### src/rtl/key_set_table_macros.svh
// Assertion macros shared by the key set table RTL.
`ifndef KEY_SET_TABLE_MACROS_SVH
`define KEY_SET_TABLE_MACROS_SVH

// Check a property on every clock, ignored while reset is held.
`define KST_ASSERT(lbl, prop, msg) \
  lbl: assert property (@(posedge clk) disable iff (!rst_n) (prop)) else $error(msg);

// Check that a condition leads to a consequence in the next cycle.
`define KST_ASSERT_NEXT(lbl, ante, cons, msg) \
  lbl: assert property (@(posedge clk) disable iff (!rst_n) (ante) |=> (cons)) \
    else $error(msg);

`endif

### src/rtl/kst_ram.sv
// Generic simple dual-port RAM with one write port and a registered read port.
module kst_ram #(
  parameter int WIDTH = 8,
  parameter int DEPTH = 16
) (
  input  logic                     clk,
  input  logic                     wr_en,
  input  logic [$clog2(DEPTH)-1:0] wr_addr,
  input  logic [WIDTH-1:0]         wr_data,
  input  logic                     rd_en,
  input  logic [$clog2(DEPTH)-1:0] rd_addr,
  output logic [WIDTH-1:0]         rd_data
);

  logic [WIDTH-1:0] mem [DEPTH];

  // Write port
  always_ff @(posedge clk) begin
    if (wr_en) begin
      mem[wr_addr] <= wr_data;
    end
  end

  // Registered read port
  always_ff @(posedge clk) begin
    if (rd_en) begin
      rd_data <= mem[rd_addr];
    end
  end

endmodule

### config.mk
export PLATFORM = sky130hd
export DESIGN_NAME = kst_ram
export DESIGN_NICKNAME = d
export VERILOG_FILES = /design/src/rtl/key_set_table_macros.svh /design/src/rtl/kst_ram.sv
export SDC_FILE = /design/constraint.sdc
export NUM_CORES = 1
export LEC_CHECK = 0
export BUFFER_PORTS_ARGS = -buffer_cell sky130_fd_sc_hd__buf_2
export CELL_PAD_IN_SITES_DETAIL_PLACEMENT = 0
export CELL_PAD_IN_SITES_GLOBAL_PLACEMENT = 1
export CORE_UTILIZATION = 53
export DETAILED_ROUTE_END_ITERATION = 10
export MAX_ROUTING_LAYER = met4
export PLACE_DENSITY_LB_ADDON = 0.3
export SYNTH_ARGS = -nofsm -noshare
export SYNTH_HDL_FRONTEND = slang
export SYNTH_SLANG_ARGS = --single-unit
### constraint.sdc
create_clock -name clk -period 2.7 [get_ports clk]
set_clock_uncertainty 0.2 [all_clocks]
set_input_delay 0.405 -clock clk [delete_from_list [all_inputs] [get_ports clk]]
set_output_delay 0.405 -clock clk [all_outputs]
set_load 0.005 [all_outputs]
Yosys cells after proc, flatten, opt, wreduce, memory -nomap -nowiden
Memory sizes are Yosys's and may differ from the RTL's. A register that Yosys moved wholly into a read port is not among the register bits.
Index checks and enable logic that the tools add are counted.
{"block": "totals", "out_inout_bits": 8, "inputBits": 19, "elab_cells": 3, "regBits": 0, "ramBits": 128, "mem_count": 1}
{"block": "classes", "n_mux": 2}
{"memory": "mem", "words": 16, "width": 8, "read_ports": 1, "rd_clocked_by_memory_dff": 1, "wr": 1, "line": "kst_ram.sv:15", "text": "logic [WIDTH-1:0] mem [DEPTH];"}
{"operator": "$mux 1", "n": 2}

Depth between registers and ports, before layout
{"block": "depth", "ltp_word": 2, "depth_mapped": 5, "mapped_depth_nobuf": 3}

Least setup slack after synthesis
OpenSTA, ideal clock, no wires.
{"block": "synth_path", "path_kind": "input-to-reg", "start": "input port wr_addr[2]", "end": "memory mem[0][0] (enable)", "t_arrival_ns": 1.515, "n_path_buf": 0, "cell_stages": 2, "path_slack_ns": 0.602, "setup_ns": 0.383, "required_time_ns": 2.117, "cell_sequence": "or3b_2 > nor3_1"}
{"element": "start, declared", "line": "kst_ram.sv:8", "text": "input logic [$clog2(DEPTH)-1:0] wr_addr,"}
{"element": "end, declared", "line": "kst_ram.sv:15"}
No word-level cell before the write port.

==> results_dict.tcl <==
set metrics [dict create \
    yosysMostFrequentCell "edfxtp_1" \
    clkTransAtPathRegs_ns 0.06 \
    io_pins 27 \
    combPwrFrac_pct 4.4 \
    synth_area_leaders "edfxtp_1, mux4_2, mux4_1" \
    cp_cell_sequence "buf_2 > buf_12 > mux4_1 > a22oi_1 > nand2_1" \
    dpl-instance-area_um2 5610 \
    drv_slew 0 \
    antenna_found_initial 0 \
    die_area_um2 10300 \
    cts-hold-fix-buffers 0 \
    synth-main-ff-cell "edfxtp_1" \
    first_global_vias 2488 \
    tritoncts "built" \
    min_delay_path_depth 1 \
    p_leak_uw 0.00210 \
    worstSetupEndpointType "register" \
    worstReg2RegStart "mem[7][6]" \
    pre_cts_slack_ns 0.332 \
    port_buffers 26 \
    grt_pass1_wl_um 14700 \
    slowest_delay_ns 0.62 \
    vias_per_cell 5.76 \
    clock.fmax_mhz 547 \
    ys_seq_elements 136 \
    synth-async-reset-ratio_pct 0 \
    place.gp.congestion 0.710 \
    pwr-share-clk_pct 46.1 \
    die_x_um 101 \
    critPathKind "in2reg" \
    synth_top_area_share_pct 78.1 \
    setup_viol 0 \
    yosys_warnings 0 \
    vias 2466 \
    drt_iter0_drc 152 \
    cts_buffers 17 \
    r2r_cells 3 \
    required_ns 2.76 \
    detail-route-antenna-nets 0 \
    tightest_slew_ns 0.650 \
    path_max_fanout 17 \
    fin_crit_ns 1.83 \
    r2r-end "rd_data[6]" \
    synth_cell_types 18 \
    clock_path_buffers 2 \
    fin_crit_sh_pct 67.7 \
    cts_root_buffer "clkbuf_8" \
    htreeDepth 4 \
    worst_slack_ns 0.873 \
    num_rows 35 \
    firstDrtPassIters 4 \
    drv_cap 0 \
    grt_usage_pct 22.2 \
    synth_edf_count 136 \
    core_um2 9420 \
    totalWireLength_um 9730 \
    grt_setup_unrepaired "no" \
    postCtsResizedCells 0 \
    drive_above_1_share_pct 31.8 \
    slew_headroom_pct 56.5 \
    report.final.hold_viol_count 0 \
    p_sw_uw 960 \
    syn_to_final_growth_pct 18.4 \
    hpwl_um 5910 \
    post_cts_buffers 0 \
    reg2reg_slack_ns 0.94 \
    antenna_cells 0 \
    min_to "rd_data[1]" \
    drc 0 \
    die_y_um 101 \
    setup_tns_ns 0 \
    hold_class "in2reg" \
    holdWs_ns 0.0556 \
    initial_core_util_pct 55.5 \
    p_per_area_nw_per_um2 781 \
    netlist_top_cells_count "edfxtp_1, mux4_2, a22oi_1" \
    synth_seq_area_share_pct 78.1 \
    syn_nets 248 \
    cp.arrival_ns 1.89 \
    p_int_uw 3870 \
    syn_avg_cell_area_um2 22.8 \
    slowest_stage "mux4_1" \
    grt-ovfl-total 0 \
    clock-sinks 136 \
    syn-instance-count 229 \
    nets 305 \
    peakVddDrop_mv 0.523 \
    hp-start "rd_en" \
    insertion_delay_ns 0.52 \
    crit_path_start_kind "input pin" \
    grt_max_degree 18 \
    fin_area_um2 6190 \
    yosys.area.top_type "edfxtp_1" \
    swShare_pct 19.9 \
    pwr-share-seq_pct 49.5 \
    synth.cell_area_um2 5230 \
    outcome "finished clean" \
    post_drt_wl_per_cell_um 22.7 \
]
==> registers in the layout, indices dropped and copies added (netlist names) <==
register,count
rd_data,8
mem,128
==> power by group through the flow <==
| stage | Combinational, µW | Sequential (µW) | Clock [µW] |
|---|---|---|---|
| global placement | 212 | 2430 | 0 |
| floorplan | 120 | 2430 | 0 |
| global route | 233 | 2400 | 2340 |
| finish | 214 | 2390 | 2230 |
| detailed placement | 215 | 2440 | 0 |
| CTS | 218 | 2390 | 2260 |
==> metrics by stage <==
step	power (µW)	instances	util, %
floorplan	2550	229	-
global placement	2650	396	59.6
detailed placement	2650	396	59.6
CTS	4870	428	65.7
global route	4970	428	65.7
finish	4830	428	65.7
==> layout by cell type, fill, tap and decap left out, types with 2 or more instances in the layout <==
cell type,Yosys,layout
mux4_2,18,18
clkbuf_16,0,16
edfxtp_1,136,136
clkinv_4,0,3
nand2_1,9,9
buf_2,3,26
nand3b_1,2,2
clkinv_2,0,2
nand2b_1,2,2
nor3_1,4,4
buf_4,1,21
clkinvlp_4,0,3
bufinv_16,0,3
a22oi_1,16,16
clkbuf_1,0,3
mux4_1,14,14
nor2_1,13,13
==> worst max-delay path by stage <==
stage,startpoint,depth (start not counted),slack [ns],end
global placement,rd_addr[0],5,0.32,rd_data[1]
finish,rd_addr[0],5,0.87,rd_data[1]
floorplan,wr_addr[2],2,0.60,mem[0][0]
global route,rd_addr[0],5,0.83,rd_data[2]
detailed placement,rd_addr[0],5,0.33,rd_data[1]
CTS,rd_addr[0],5,0.85,rd_data[1]
==> final cells by class <==
cell class / instances / area, µm²
flip-flops and latches: 136 / 4080
clock inverters: 12 / 153
repair buffers: 48 / 308
multi-input cells: 83 / 1060
fillers: 595 / 3230
well taps: 129 / 161
clock buffers: 20 / 425
==> worst max-delay path: cells and delay by family <==
family	cells	cell delay, ns
compound gates	1	0.27
simple gates	1	0.09
buf+inv	2	0.50
mux	1	0.62
==> kinds of logic (layout without fill, tap and decap cells) <==
family	after synthesis	count (layout)	synth area share, %
and+or+nand+nor	35	35	3.14
AOI/OAI and AO/OA	16	16	2.30
DFF	136	136	78.1
buffers and inverters	10	80	1.65
muxes	32	32	14.8
==> per-layer routing <==
metal  up-vias  global-route usage (%)  part of all wire (%)
li1       1095                       -                     -
met1      1247                    29.2                    41
met2       106                    33.2                    50
met3        18                    5.45                   6.7
met4         0                    10.0                   2.2
met5         -                       -                     0
Power figures use the tool's default switching activity.
